--- config.mk ---
export PLATFORM = sky130hd
export DESIGN_NAME = carp_ctrl
export DESIGN_NICKNAME = d
export VERILOG_FILES = /design/src/hdl/carp_pkg.sv /design/src/hdl/carp_ctrl.sv
export SDC_FILE = /design/constraint.sdc
export NUM_CORES = 1
export LEC_CHECK = 0
export BUFFER_PORTS_ARGS = -buffer_cell sky130_fd_sc_hd__buf_2
export CAP_MARGIN = 10
export CORE_AREA = 2 2 39 41
export DETAILED_ROUTE_END_ITERATION = 16
export DIE_AREA = 0 0 41 43
export GPL_TIMING_DRIVEN = 0
export PLACE_DENSITY = 0.69
export SETUP_SLACK_MARGIN = 0.5
export SLEW_MARGIN = 20
export SYNTH_ARGS = -nofsm -noshare
export SYNTH_HDL_FRONTEND = slang
export SYNTH_SLANG_ARGS = --single-unit
--- constraint.sdc ---
create_clock -name clk -period 1.32 [get_ports clk]
set_input_delay 0 -clock clk [delete_from_list [all_inputs] [get_ports clk]]
set_output_delay 0 -clock clk [all_outputs]
set_load 0.005 [all_outputs]
--- src/hdl/carp_pkg.sv ---
`timescale 1ns / 1ps
`default_nettype none
// ----------------------------------------------------------------------------
// carp_pkg - shared types and constants
// Field widths, register indexes, sequencer step codes and the command and
// status bundles between controller and datapath.
// ----------------------------------------------------------------------------
package carp_pkg;

    // arithmetic word and field widths
    localparam int WORD_W   = 64;
    localparam int HALF_W   = 32;
    localparam int CB_W     = 32;
    localparam int RANK_W   = 16;
    localparam int COL_W    = 16;
    localparam int EB_W     = 5;
    localparam int TR_W     = 32;
    localparam int ROWS_W   = 32;
    localparam int PCOL_W   = 16;
    localparam int PB_W     = ROWS_W + PCOL_W + EB_W;
    localparam int RB_W     = COL_W + EB_W;
    localparam int OUT_W    = 48;
    localparam int IDX_W    = 3;
    localparam int CFG_W    = 32;
    localparam int IN_DATA_W  = ROWS_W + PCOL_W;
    localparam int OUT_DATA_W = 3 * OUT_W + COL_W;

    // configuration register indexes
    localparam logic [IDX_W-1:0] REG_CHUNK_BYTES   = 3'd0;
    localparam logic [IDX_W-1:0] REG_NUM_RANKS     = 3'd1;
    localparam logic [IDX_W-1:0] REG_MY_RANK       = 3'd2;
    localparam logic [IDX_W-1:0] REG_COLUMNS       = 3'd3;
    localparam logic [IDX_W-1:0] REG_ELEMENT_BYTES = 3'd4;
    localparam logic [IDX_W-1:0] REG_TOTAL_ROWS    = 3'd5;

    // configuration reset values
    localparam logic [CB_W-1:0]   CB_RESET   = 32'd1048576;
    localparam logic [RANK_W-1:0] NR_RESET   = 16'd1;
    localparam logic [RANK_W-1:0] RANK_RESET = 16'd0;
    localparam logic [COL_W-1:0]  COLS_RESET = 16'd1;
    localparam logic [EB_W-1:0]   EB_RESET   = 5'd4;
    localparam logic [TR_W-1:0]   TR_RESET   = 32'd1;

    // sequencer steps
    localparam int STEP_W = 5;
    localparam logic [STEP_W-1:0] ST_IDLE      = 5'd0;
    localparam logic [STEP_W-1:0] ST_MUL_PC    = 5'd1;
    localparam logic [STEP_W-1:0] ST_MUL_PB    = 5'd2;
    localparam logic [STEP_W-1:0] ST_SPAN      = 5'd3;
    localparam logic [STEP_W-1:0] ST_DIV_SPAN  = 5'd4;
    localparam logic [STEP_W-1:0] ST_DIV_RANK  = 5'd5;
    localparam logic [STEP_W-1:0] ST_DIV_ALN   = 5'd6;
    localparam logic [STEP_W-1:0] ST_MUL_EVEN  = 5'd7;
    localparam logic [STEP_W-1:0] ST_MUL_FB    = 5'd8;
    localparam logic [STEP_W-1:0] ST_MUL_LEN   = 5'd9;
    localparam logic [STEP_W-1:0] ST_TRIM_HEAD = 5'd10;
    localparam logic [STEP_W-1:0] ST_TRIM_TAIL = 5'd11;
    localparam logic [STEP_W-1:0] ST_DIV_WOFF  = 5'd12;
    localparam logic [STEP_W-1:0] ST_DIV_WCNT  = 5'd13;
    localparam logic [STEP_W-1:0] ST_DIV_CUR   = 5'd14;
    localparam logic [STEP_W-1:0] ST_ADV       = 5'd15;
    localparam logic [STEP_W-1:0] ST_DIV_NEW   = 5'd16;
    localparam logic [STEP_W-1:0] ST_DONE      = 5'd17;

    // controller to datapath
    typedef struct packed {
        logic [STEP_W-1:0] step;
        logic              fire;
    } carp_cmd_t;

    // datapath to controller
    typedef struct packed {
        logic unit_done;
        logic skip;
        logic cb_zero;
        logic mine_zero;
        logic out_busy;
    } carp_sts_t;

endpackage
`default_nettype wire

--- src/hdl/carp_ctrl.sv ---
`timescale 1ns / 1ps
`default_nettype none
// ----------------------------------------------------------------------------
// carp_ctrl - partitioner sequencer
// Steps one piece through the multiply, divide and adjust operations and
// waits on the shared units between them.
// ----------------------------------------------------------------------------
module carp_ctrl
    import carp_pkg::*;
(
    input  logic      clk,
    input  logic      rst_n,
    input  logic      s_tvalid,
    output logic      s_tready,
    input  carp_sts_t sts,
    output carp_cmd_t cmd
);

    logic [STEP_W-1:0] state_reg;
    logic [STEP_W-1:0] state_next;
    logic              wait_reg;
    logic              wait_next;
    logic              fire;

    // step that follows a multiply or divide step
    function automatic logic [STEP_W-1:0] unit_follow(input logic [STEP_W-1:0] st,
                                                      input logic mine_zero);
        logic [STEP_W-1:0] nx;
        begin
            case (st)
                ST_MUL_PC:   nx = ST_MUL_PB;
                ST_MUL_PB:   nx = ST_SPAN;
                ST_DIV_SPAN: nx = ST_DIV_RANK;
                ST_DIV_RANK: nx = ST_DIV_ALN;
                ST_DIV_ALN:  nx = mine_zero ? ST_ADV : ST_MUL_EVEN;
                ST_MUL_EVEN: nx = ST_MUL_FB;
                ST_MUL_FB:   nx = ST_MUL_LEN;
                ST_MUL_LEN:  nx = ST_TRIM_HEAD;
                ST_DIV_WOFF: nx = ST_DIV_WCNT;
                ST_DIV_WCNT: nx = ST_DIV_CUR;
                ST_DIV_CUR:  nx = ST_ADV;
                ST_DIV_NEW:  nx = ST_DONE;
                default:     nx = ST_IDLE;
            endcase
            return nx;
        end
    endfunction

    // next step and command
    always_comb
    begin
        state_next = state_reg;
        wait_next  = wait_reg;
        fire       = 1'b0;
        case (state_reg)
            ST_IDLE:
            begin
                if (s_tvalid)
                begin
                    fire       = 1'b1;
                    state_next = ST_MUL_PC;
                end
            end
            ST_SPAN:
            begin
                fire       = 1'b1;
                state_next = sts.skip ? ST_ADV : ST_DIV_SPAN;
            end
            ST_TRIM_HEAD:
            begin
                fire       = 1'b1;
                state_next = ST_TRIM_TAIL;
            end
            ST_TRIM_TAIL:
            begin
                fire       = 1'b1;
                state_next = ST_DIV_WOFF;
            end
            ST_ADV:
            begin
                fire       = 1'b1;
                state_next = sts.cb_zero ? ST_DONE : ST_DIV_NEW;
            end
            ST_DONE:
            begin
                if (!sts.out_busy)
                begin
                    fire       = 1'b1;
                    state_next = ST_IDLE;
                end
            end
            ST_MUL_PC, ST_MUL_PB, ST_DIV_SPAN, ST_DIV_RANK, ST_DIV_ALN,
            ST_MUL_EVEN, ST_MUL_FB, ST_MUL_LEN, ST_DIV_WOFF, ST_DIV_WCNT,
            ST_DIV_CUR, ST_DIV_NEW:
            begin
                // start the unit once, then wait for its result
                if (!wait_reg)
                begin
                    fire      = 1'b1;
                    wait_next = 1'b1;
                end
                else if (sts.unit_done)
                begin
                    wait_next  = 1'b0;
                    state_next = unit_follow(state_reg, sts.mine_zero);
                end
            end
            default:
            begin
                state_next = ST_IDLE;
                wait_next  = 1'b0;
            end
        endcase
    end

    always_ff @(posedge clk or negedge rst_n)
    begin
        if (!rst_n)
        begin
            state_reg <= ST_IDLE;
            wait_reg  <= 1'b0;
        end
        else
        begin
            state_reg <= state_next;
            wait_reg  <= wait_next;
        end
    end

    assign s_tready = (state_reg == ST_IDLE);
    assign cmd.step = state_reg;
    assign cmd.fire = fire;

endmodule
`default_nettype wire

* Word level (Yosys, flattened, before mapping)
Index checks and enable logic that the tools add are counted.
Storage, ports and cells: flip-flop bits (word level) 6, output and inout port bits 7
Cells by class: eq/ne operators 21, mux-type cells 16, reduce and logical (&&, ||, !) cells 5
Operators with widths (count):
- $pmux W5 S12 | 1
- $eq A5 B4 Y1 const B | 8
- $pmux W5 S7 | 1
- $eq A5 B3 Y1 const B | 4
- $mux W5 | 4
- $reduce_or A12 Y1 | 1
- $eq A5 B2 Y1 const B | 2
- $eq A5 B5 Y1 const B | 2
- $mux W4 | 2
- $ne A2 B2 Y1 const B | 4
- $mux W1 | 6
- $reduce_or A6 Y1 | 1
- $eq A5 B1 Y1 const B | 1
- $logic_not A5 Y1 | 1
- $pmux W1 S4 | 1
- $reduce_and A4 Y1 | 1
- $reduce_or A4 Y1 | 1
- $pmux W1 S2 | 1

* Depth between registers and ports, before layout
Gate-level depths: netlist of run 1.
depth in word-level cells 5, mapped depth 6, gate-level depth less buffers 4

* Worst setup path after synthesis of run 1
OpenSTA, ideal clock, no wires.
path kind register to register, start reg state_reg[2], end reg state_reg[1], data arrival time 1.283 ns, data required time 1.196 ns, path slack -0.087 ns, stages on the path, launching flop included 6, buffers on the path 1, cell sequence dfrtp_1 -> buf_6 -> nor3_4 -> nand4_1 -> a31o_1 -> o31a_1
On the way: cells in the longest elaborated chain, start to end 5
RTL lines:
- start, declared | RTL line carp_ctrl.sv:19 | logic [STEP_W-1:0] state_reg;
- start signal, assigned | RTL line carp_ctrl.sv:125 | state_reg <= state_next;
- $eq A5 B5 Y1, or another cell as far along | RTL line carp_ctrl.sv:30, carp_ctrl.sv:55
- $pmux W5 S12 | RTL line carp_ctrl.sv:30 | case (st)
- $mux W5 | RTL line carp_ctrl.sv:102 | else if (sts.unit_done)
- $mux W5 | RTL line carp_ctrl.sv:97 | if (!wait_reg)
- $pmux W5 S7 | RTL line carp_ctrl.sv:55 | case (state_reg)
Parallel ways exist; a longest one is shown, timed or not. The select of a mux whose other input is x is not followed. A chain may end at the register's enable or synchronous reset.

* Worst setup path after layout of run 1
start reg state_reg[3], end reg state_reg[0]
Same word-level chain as after synthesis.

==> summary.md, run 1 <==
| Metric | Value |
|---|---|
| Final Critical Period | 1.68 ns |
| CP Capture Type | flop |
| R2R depth | 8 |
| Post-synthesis sequential area ratio | 26.7% |
| HPWL after DPL | 1010 um |
| Internal power | 1340 uW |
| Pre-antenna DRT Iters | 4 |
| Critical register-to-register path endpoint | state_reg[0] |
| Hold Vio Cnt, Final | 0 |
| Ys async rst share | 100% |
| Io pins | 15 |
| Slowest cell on crit path | dfrtp_1 |
| Antenna Cells | 0 |
| Layout area overhead | 51.1% |
| Syn Inst Count | 66 |
| Die Y | 43 um |
| NumNets Final | 107 |
| FF+latch count, synth | 6 |
| Finished Layout Cells | 114 |
| Switching power | 1030 uW |
| First-pass GRT wire length | 2550 um |
| Most used cell, CP | buf_6 |
| Final Util | 61.5% |
| Largest net degree at the start of global routing | 11 |
| CTS root buf | clkbuf_4 |
| Filler Cell Count | 133 |
| Clock net sink count | 6 |
| CP max FO | 5 |
| # DRC | 0 |
| Wirelength per Cell | 14.5 um |
| Hold Slack | 0.0832 ns |
| Rows | 14 |
| CTS Buf Count | 3 |
| CP Launch Point | state_reg[3] |
| Die X | 41 um |
| H-tree Lvls | 1 |
| R2r setup slk | -0.36 ns |
| Synth Flop Type | dfrtp_1 |
| Least-Margin Pin Slew | 0.362 ns |
| Share of layout cells above drive strength 1 | 49.0% |
| DR iter-0 viols | 22 |
| Largest area contributor in the netlist | dfrtp_1 |
| Peak supply drop | 1.33 mV |
| Leakage | 0.000390 uW |
| Sequential Power Share | 15.3% |
| Unrepaired setup endpoints after global routing | yes |
| Vias per cell | 5.68 |
| Sw Ratio | 43.5% |
| Initial Util | 40.7% |
| Vias | 647 |
| CP max stage delay | 0.38 ns |
| Worst min-delay path class | in -> async |
| Register area | 151 um^2 |
| Overflow after GRT | 0 |
| Gate power share | 76.8% |
| Synth cell types | 38 |
| Status | finished, violations left |
| Power Dens Cells | 2790 mW/mm^2 |
| Tcrit/Tclk final | 127% |
| PortBufs | 14 |
| TritonCTS clock tree | done |
| Post-Route WL | 1650 um |
| Critical Setup Path Class | reg -> reg |
| Clock power frac | 8.0% |
| Failing checks | negative setup slack |
| Max transition margin | 75.5% |
| Multi-input gate area | 390 um^2 |
| Bufs and invs on worst path | 4 |
| Worst setup skew after layout | 0.0110 ns |
| Die ar. | 0.00176 mm^2 |
| Slew Limit Fails | 0 |
| Top post-synthesis cells by count | 6 x dfrtp_1, 6 x nand2_1, 6 x nor2_1, 4 x a21oi_1, 3 x buf_4 |
| FF-to-FF Start | state_reg[3] |
| Worst-path clk slew | 0.05 ns |
| Core area | 0.00138 mm^2 |
| Max_cap viols | 0 |
| Worst path cell trace | buf_6 -> buf_6 -> buf_6 -> nor3_4 -> nand4_1 -> buf_4 -> o31a_1 -> o311ai_2 |
| CP top delay family | buffers and inverters |
| Initial antenna violation count | 0 |
| Final GP Congestion | 0.865 |
| GR Util All Layers | 21.5% |
| Crit path to | state_reg[0] |
| Detail Route Antenna Nets | 0 |
| Placed cells | 96 |
| Worst Setup Slack post-DPL | -0.228 ns |
| WP data arrival | 1.82 ns |
| Top cells by area, synth | dfrtp_1 27%, buf_4 4.0%, nand2_1 4.0%, nor2_1 4.0%, nor4_4 3.8% |
| Clock buffer depth | 2 |
| Syn Nets | 74 |
| Fin worst setup slack | -0.360 ns |
| Clock Latency Late Sink | 0.25 ns |
| Largest register FFs | 5 |
| Vias in the first global route | 577 |
| Fmax | 595 MHz |
| Startpoint class of the critical path | flop |
| Yosys warning count | 0 |
| Avg Inst Size Synth | 8.53 um^2 |
| CP Depth | 8 |
| Final setup vio count | 7 |
| Number of flops mapped to enable cells by yosys | 0 |
| Syn Std Cell Area | 563 um^2 |
| CP required | 1.46 ns |
| Top-area cell type share of the netlist area | 26.7% |
worst register-to-register path, cell delays in order, from the launching register on:
cell and delay, ns:
dfrtp_1 0.38, buf_6 0.14, buf_6 0.11, buf_6 0.11
nor3_4 0.19, nand4_1 0.25, buf_4 0.21, o31a_1 0.10
o311ai_2 0.08
timing repair:
item	4_1_cts	5_1_grt
pin swaps	6	2
endpoints found under the setup margin	9	10
setup buffers	11	2
resized for setup	9	1
hold endpoints to repair	6	0
hold buffers	1	0
per-layer routing:
layer | vias up | track usage (%) | wire [um]
met1 | 302 | 27.1 | 669
met2 | 26 | 34.1 | 871
li1 | 317 | - | -
met3 | 2 | 4.71 | 104
met5 | - | 0 | 0
met4 | 0 | 8.00 | 8
area by class of cell:
type	count	share of cell area (%)
repair buffers	28	23.2
clock buffers	4	3.09
well taps	16	2.35
plain buffers	7	7.21
multi-input cells	52	45.9
inverters	1	0.441
flip-flops and latches	6	17.8
power groups by stage:
stage	combinational, uW	sequential (uW)	clock [uW]
global route	1960	373	210
CTS	1730	360	192
global placement	1340	368	0
detailed placement	1350	373	0
floorplan	1040	369	0
finish	1820	362	189
worst min-delay path by stage:
stage / endpoint / start / slack [ns]
finish: state_reg[1] / rst_n / 0.08
global route: state_reg[1] / rst_n / 0.09
CTS: state_reg[1] / rst_n / 0.09
detailed placement: state_reg[4] / rst_n / -0.17
global placement: state_reg[4] / rst_n / -0.18
floorplan: state_reg[0] / rst_n / -0.30
through the flow:
step / TNS (ns) / instance area (um^2) / total power, uW
3_3_place_gp: -0.627 / 678 / 1700
2_1_floorplan: -0.0762 / 588 / 1410
5_1_grt: -2.75 / 851 / 2550
4_1_cts: -1.78 / 832 / 2290
3_5_place_dp: -0.889 / 678 / 1720
6_report: -2.07 / 851 / 2370
cells by family after synthesis:
group	share of synthesized area [%]
AOI/OAI and AO/OA	36.9
and+or+nand+nor	27.3
buffers and inverters	9.11
DFF	26.7
cells in the final DEF (no fill, tap or decap), drive strengths merged:
cell type / count
a41oi: 1
inv: 1
o31a: 2
nor2: 6
nand4b: 1
a31o: 1
nand2b: 2
clkbuf: 5
nor4: 1
nor2b: 1
o211ai: 1
o31ai: 1
a21oi: 4
o32a: 1
o21ai: 4
o21a: 1
o2111a: 1
o41ai: 1
nand2: 6
a31oi: 2
a211oi: 2
and2: 2
nor3b: 1
nand3b: 1
dlygate4sd3: 1
dfrtp: 6
a22o: 1
buf: 33
o311ai: 2
o211a: 1
a21o: 1
nand4: 1
nor3: 3
(Power assumes the default switching activity.)
==> run 2, diff against run 1 <==
PLACE_DENSITY = 0.66   (was 0.69)
clock period = 1.95 ns   (was 1.32 ns; I/O delays follow)
==> run 2 against run 1 <==
  * The run now ends clean
  * Final area shrank 4.7%
  * Combinational power fell by 40%
  * Total power down 39%
  * First-iteration DRC count down 32%
  * Core utilization down 2.9 points
  * Sequential share of layout area increased by 0.72 points
  * Sequential cell count unchanged
  * Maximum frequency is 3.7% lower
  * Die area is the same
  * Sequential power decreased by 32%
  * Non-clock buffer count is 3 lower
  * Final cell count down 3.5%
==> summary.md, run 2 (synthesis gave the netlist of run 1 again) <==
| Metric | Value |
|---|---|
| H-tree Lvls | 1 |
| FF-to-FF Start | state_reg[3] |
| Least-Margin Pin Slew | 0.369 ns |
| Final GP Congestion | 0.865 |
| Hold Vio Cnt, Final | 0 |
| CP top delay family | simple AND/OR/NAND/NOR gates |
| Largest register FFs | 5 |
| CP Launch Point | state_reg[3] |
| Power Dens Cells | 1780 mW/mm^2 |
| Sw Ratio | 45.2% |
| Internal power | 792 uW |
| R2r setup slk | 0.21 ns |
| Switching power | 654 uW |
| Core area | 0.00138 mm^2 |
| Critical register-to-register path endpoint | state_reg[1] |
| Worst setup skew after layout | 0.00160 ns |
| Met1 Use GR | 23.0% |
| Layout area overhead | 44.0% |
| Largest net degree at the start of global routing | 11 |
| Clock power frac | 7.6% |
| Worst-path clk slew | 0.04 ns |
| NumNets Final | 104 |
| Placed Area | 653 um^2 |
| Overflow after GRT | 0 |
| TritonCTS clock tree | done |
| Fmax | 573 MHz |
| Initial antenna violation count | 0 |
| Share of layout cells above drive strength 1 | 44.7% |
| M2 GR Usage | 28.1% |
| GR peak layer | met2 |
| Startpoint class of the critical path | flop |
| Antenna Cells | 0 |
| Slew Limit Fails | 0 |
| First-pass GRT wire length | 2240 um |
| Met3 global-route usage | 7.33% |
| Status | finished clean |
| Unrepaired setup endpoints after global routing | yes |
| Commonest non-fill, non-tap cells in the layout | 16 x buf_2, 9 x buf_4, 6 x nor2_1, 6 x dfrtp_1 |
| WP data arrival | 1.86 ns |
| Gate power share | 75.4% |
| Crit path to | state_reg[1] |
| Finished Layout Cells | 110 |
| Worst path cell trace | buf_6 -> buf_4 -> buf_6 -> nor3_4 -> nand4_1 -> a31o_1 -> o31a_1 |
| Die ar. | 0.00176 mm^2 |
| CP max FO | 5 |
| Max transition margin | 75.1% |
| Peak supply drop | 0.807 mV |
| CP max stage delay | 0.37 ns |
| Bufs and invs on worst path | 3 |
| Post-Route WL | 1550 um |
| CP Depth | 7 |
| Worst min-delay path class | in -> async |
| Critical Setup Path Class | reg -> reg |
| Clock net sink count | 6 |
| Wirelength per Cell | 14.1 um |
| Sequential Power Share | 17.0% |
| Clock Latency Late Sink | 0.24 ns |
| Die Y | 43 um |
| # DRC | 0 |
| Initial Util | 40.7% |
| CP Capture Type | flop |
| CTS root buf | clkbuf_4 |
| CP required | 2.07 ns |
| DR iter-0 viols | 15 |
| Die X | 41 um |
| Slowest cell on crit path | dfrtp_1 |
| Vias per cell | 5.82 |
| Vias | 640 |
| HPWL after DPL | 980 um |
| Max_cap viols | 0 |
| Clock buffer depth | 2 |
| Finished layout cell area | 811 um^2 |
| Rows | 14 |
| Pre-antenna DRT Iters | 4 |
| Io pins | 15 |
| Vias in the first global route | 551 |
| Commonest non-fill, non-tap cell in the layout | buf_2 |
| GR Util All Layers | 18.7% |
| Final Critical Period | 1.74 ns |
| Leakage | 0.000368 uW |
| Tcrit/Tclk final | 89.5% |
| Placed cells | 96 |
| Final setup vio count | 0 |
| R2R depth | 7 |
| CTS Buf Count | 3 |
| Total negative slack | 0 ns |
| PortBufs | 14 |
| Detail Route Antenna Nets | 0 |
| Most used cell, CP | buf_6 |
run 2: worst reg2reg max path: cells and delay by family (launching register included):
family	cells	cell delay, ns
AO/OA/AOI/OAI	2	0.39
buffers and inverters	3	0.37
flip-flops	1	0.37
AND/OR/NAND/NOR	2	0.49
run 2: worst min path at each step:
stage	start	end	slack, ns	cells after the start
finish	rst_n	state_reg[4]	0.11	2
global route	rst_n	wait_reg	0.13	2
CTS	rst_n	state_reg[1]	0.10	2
detailed placement	rst_n	state_reg[4]	-0.17	1
global placement	rst_n	state_reg[4]	-0.18	1
floorplan	rst_n	state_reg[0]	-0.30	0
run 2: routing by layer:
layer  up-vias  routed length (um)
met3         2                  88
met2        24                 772
met4         0                  14
li1        313                   -
met5         -                   0
met1       301                 676
run 2: layout make-up:
class                           instances  area, um^2
Buffer                                  7        56.3
Clock buffer                            3        22.5
Fill cell                             135         573
Inverter                                1        3.75
Multi-Input combinational cell         52         395
Sequential cell                         6         150
Tap cell                               16        20.0
Timing Repair Buffer                   25         163
run 2: power groups by stage:
stage / clock network [uW] / registers, uW / logic (uW)
after CTS: 116 / 246 / 996
after global placement: 0 / 243 / 862
after detailed placement: 0 / 243 / 865
after global routing: 127 / 253 / 1190
after floorplan: 0 / 243 / 658
final: 110 / 246 / 1090
run 2: per-stage QoR:
| stage | hold slack, ns | utilization, % | total power (uW) | worst slack (ns) |
|---|---|---|---|---|
| 2_1_floorplan | -0.296 | - | 901 | 0.543 |
| 6_report | 0.112 | 58.6 | 1450 | 0.205 |
| 3_3_place_gp | -0.176 | 47.2 | 1110 | 0.403 |
| 3_5_place_dp | -0.174 | 47.2 | 1110 | 0.394 |
| 4_1_cts | 0.101 | 55.1 | 1360 | 0.252 |
| 5_1_grt | 0.127 | 58.6 | 1570 | 0.145 |
run 2: repair_timing:
item                                    in CTS  in global routing
buffers inserted                             7                  3
resized for setup                            7                  4
hold buffers                                 1                  0
endpoints found under the setup margin       6                  7
endpoints found under the hold margin        6                  0
pin swaps                                    9                  8
==> run 3, diff against run 2 <==
CELL_PAD_IN_SITES_DETAIL_PLACEMENT = 0   (was unset)
CELL_PAD_IN_SITES_GLOBAL_PLACEMENT = 1   (was unset)
CORE_AREA = unset   (was 2 2 39 41)
CORE_UTILIZATION = 39   (was unset)
DIE_AREA = unset   (was 0 0 41 43)
PLACE_DENSITY = unset   (was 0.66)
PLACE_DENSITY_LB_ADDON = 0.1   (was unset)
==> run 3 against run 2 <==
  * Via count down 2.7%
  * Highest routed layer is now met3
  * Non-clock buffer count is 3 higher
  * Final area up 0.93%
  * Largest cell class unchanged
  * Register-to-register slack better by 0.09 ns
  * Clock power fell by 4%
  * Die area fell by 9.3%
  * Sequential share of layout area down 0.17 points
  * Total power increased by 2.7%
  * First-iteration DRC count up 67%
  * Clock-buffer cell count unchanged
  * Critical path type is now reg -> out
==> summary.md, run 3 (synthesis gave the netlist of run 1 again) <==
| Metric | Value |
|---|---|
| Final GP Congestion | 0.858 |
| Power Dens Cells | 1820 mW/mm^2 |
| Critical Setup Path Class | reg -> out |
| Overflow after GRT | 0 |
| Io pins | 15 |
| Leakage | 0.000380 uW |
| Slowest cell on crit path | dfrtp_1 |
| Initial Util | 42.7% |
| Max_cap viols | 0 |
| Peak supply drop | 0.972 mV |
| Commonest non-fill, non-tap cells in the layout | 17 x buf_2, 12 x buf_4, 6 x nor2_1, 6 x dfrtp_1, 5 x nand2_1 |
| Largest net degree at the start of global routing | 11 |
| Final setup vio count | 0 |
| Clock Latency Late Sink | 0.24 ns |
| Post-Route WL | 1620 um |
| Met1 Use GR | 31.6% |
| Core area | 0.00132 mm^2 |
| CP top delay family | simple AND/OR/NAND/NOR gates |
| Vias in the first global route | 504 |
| Tcrit/Tclk final | 85.7% |
| GR peak layer | met1 |
| First-pass GRT wire length | 2290 um |
| Worst min-delay path class | in -> async |
| Clock power frac | 7.2% |
| HPWL after DPL | 1000 um |
| H-tree Lvls | 1 |
| Initial antenna violation count | 0 |
| Bufs and invs on worst path | 3 |
| WP data arrival | 1.67 ns |
| Commonest non-fill, non-tap cell in the layout | buf_2 |
| Worst-path clk slew | 0.04 ns |
| Status | finished clean |
| CP required | 1.95 ns |
| Total negative slack | 0 ns |
| Layout area overhead | 45.3% |
| R2R depth | 7 |
| Antenna Cells | 0 |
| Hold Vio Cnt, Final | 0 |
| Filler Cell Count | 115 |
| Pre-antenna DRT Iters | 4 |
| Die Y | 40.0 um |
| Max transition margin | 76.1% |
| CP max stage delay | 0.39 ns |
| Clock buffer depth | 2 |
| Die ar. | 0.00160 mm^2 |
| Vias | 623 |
| NumNets Final | 107 |
| DR iter-0 viols | 25 |
| Placed cells | 95 |
| Sw Ratio | 45.0% |
| Wirelength per Cell | 14.5 um |
| FF-to-FF Start | state_reg[3] |
| CP Capture Type | output port |
| Slew Limit Fails | 0 |
| Worst path cell trace | buf_6 -> nor4_4 -> and2_1 -> a21oi_1 -> o211ai_1 -> buf_4 -> buf_2 |
| TritonCTS clock tree | done |
| M2 GR Usage | 30.6% |
| Final Critical Period | 1.67 ns |
| Detail Route Antenna Nets | 0 |
| Met3 global-route usage | 3.33% |
| Rows | 13 |
| GR Util All Layers | 22.2% |
| Critical register-to-register path endpoint | state_reg[0] |
| Finished Layout Cells | 112 |
| CTS root buf | clkbuf_4 |
| Sequential Power Share | 17.0% |
| Share of layout cells above drive strength 1 | 46.4% |
| Largest register FFs | 5 |
| Switching power | 668 uW |
| Die X | 40.0 um |
| PortBufs | 14 |
| Clock net sink count | 6 |
| Unrepaired setup endpoints after global routing | yes |
| Vias per cell | 5.56 |
| CP max FO | 5 |
| Fmax | 598 MHz |
| # DRC | 0 |
| Startpoint class of the critical path | flop |
| Worst setup skew after layout | 0.00243 ns |
| Least-Margin Pin Slew | 0.354 ns |
| R2r setup slk | 0.30 ns |
| Gate power share | 75.8% |
| CTS Buf Count | 3 |
| Internal power | 818 uW |
-- run 3: cell types whose count changed in the layout (fill, tap and decap cells not counted) --
cell      delta
o311ai_2     +1
buf_4        +3
buf_2        +1
a31oi_4      -1
buf_6        -1
o311ai_1     -1
a31oi_1      +1
-- run 3: per-layer routing --
layer | wire (um) | up-vias | part of all wire, %
li1 | - | 318 | -
met1 | 788 | 293 | 49
met2 | 786 | 12 | 48
met3 | 47 | 0 | 2.9
met4 | 0 | 0 | 0
met5 | 0 | - | 0
-- run 3: worst max path at each step --
stage / from / end / slack (ns) / depth (start not counted)
after floorplan: state_reg[2] / state_reg[1] / 0.54 / 5
after CTS: state_reg[1] / cmd[0] / 0.27 / 7
after detailed placement: state_reg[2] / state_reg[1] / 0.39 / 5
after global routing: state_reg[3] / cmd[0] / 0.20 / 7
final: state_reg[3] / cmd[0] / 0.28 / 7
after global placement: state_reg[2] / state_reg[1] / 0.38 / 5
-- run 3: through the flow --
stage	util [%]	power (uW)	setup WS [ns]	hold slack, ns	instance area [um^2]
after floorplan	-	901	0.543	-0.296	563
after global placement	49.5	1120	0.377	-0.177	652
after detailed placement	49.5	1110	0.394	-0.176	652
after CTS	58.3	1380	0.271	0.106	768
after global routing	62.1	1590	0.198	0.153	818
final	62.1	1490	0.279	0.130	818
-- run 3: power groups by stage --
stage | combinational (uW) | sequential (uW) | clock, uW
6_report | 1130 | 253 | 106
5_1_grt | 1220 | 260 | 118
4_1_cts | 1010 | 248 | 114
3_5_place_dp | 865 | 246 | 0
3_3_place_gp | 870 | 246 | 0
2_1_floorplan | 658 | 243 | 0
-- run 3: cell type report --
| cell class | instances | area, um^2 | area share [%] |
|---|---|---|---|
| buffer | 7 | 56.3 | 6.88 |
| tap | 15 | 18.8 | 2.29 |
| sequential | 6 | 150 | 18.3 |
| inverter | 1 | 3.75 | 0.459 |
| timing repair buffer | 28 | 179 | 21.9 |
| clock buffer | 3 | 22.5 | 2.75 |
| multi-input combinational | 52 | 388 | 47.4 |
-- run 3: repair_timing --
| item | in CTS | in global routing |
|---|---|---|
| gates cloned | 0 | 1 |
| pin swaps | 7 | 5 |
| buffers inserted | 6 | 6 |
| gates resized for setup | 9 | 0 |
| endpoints found under the hold margin | 6 | 0 |
| hold buffers | 1 | 0 |
| endpoints found under the setup margin | 6 | 7 |
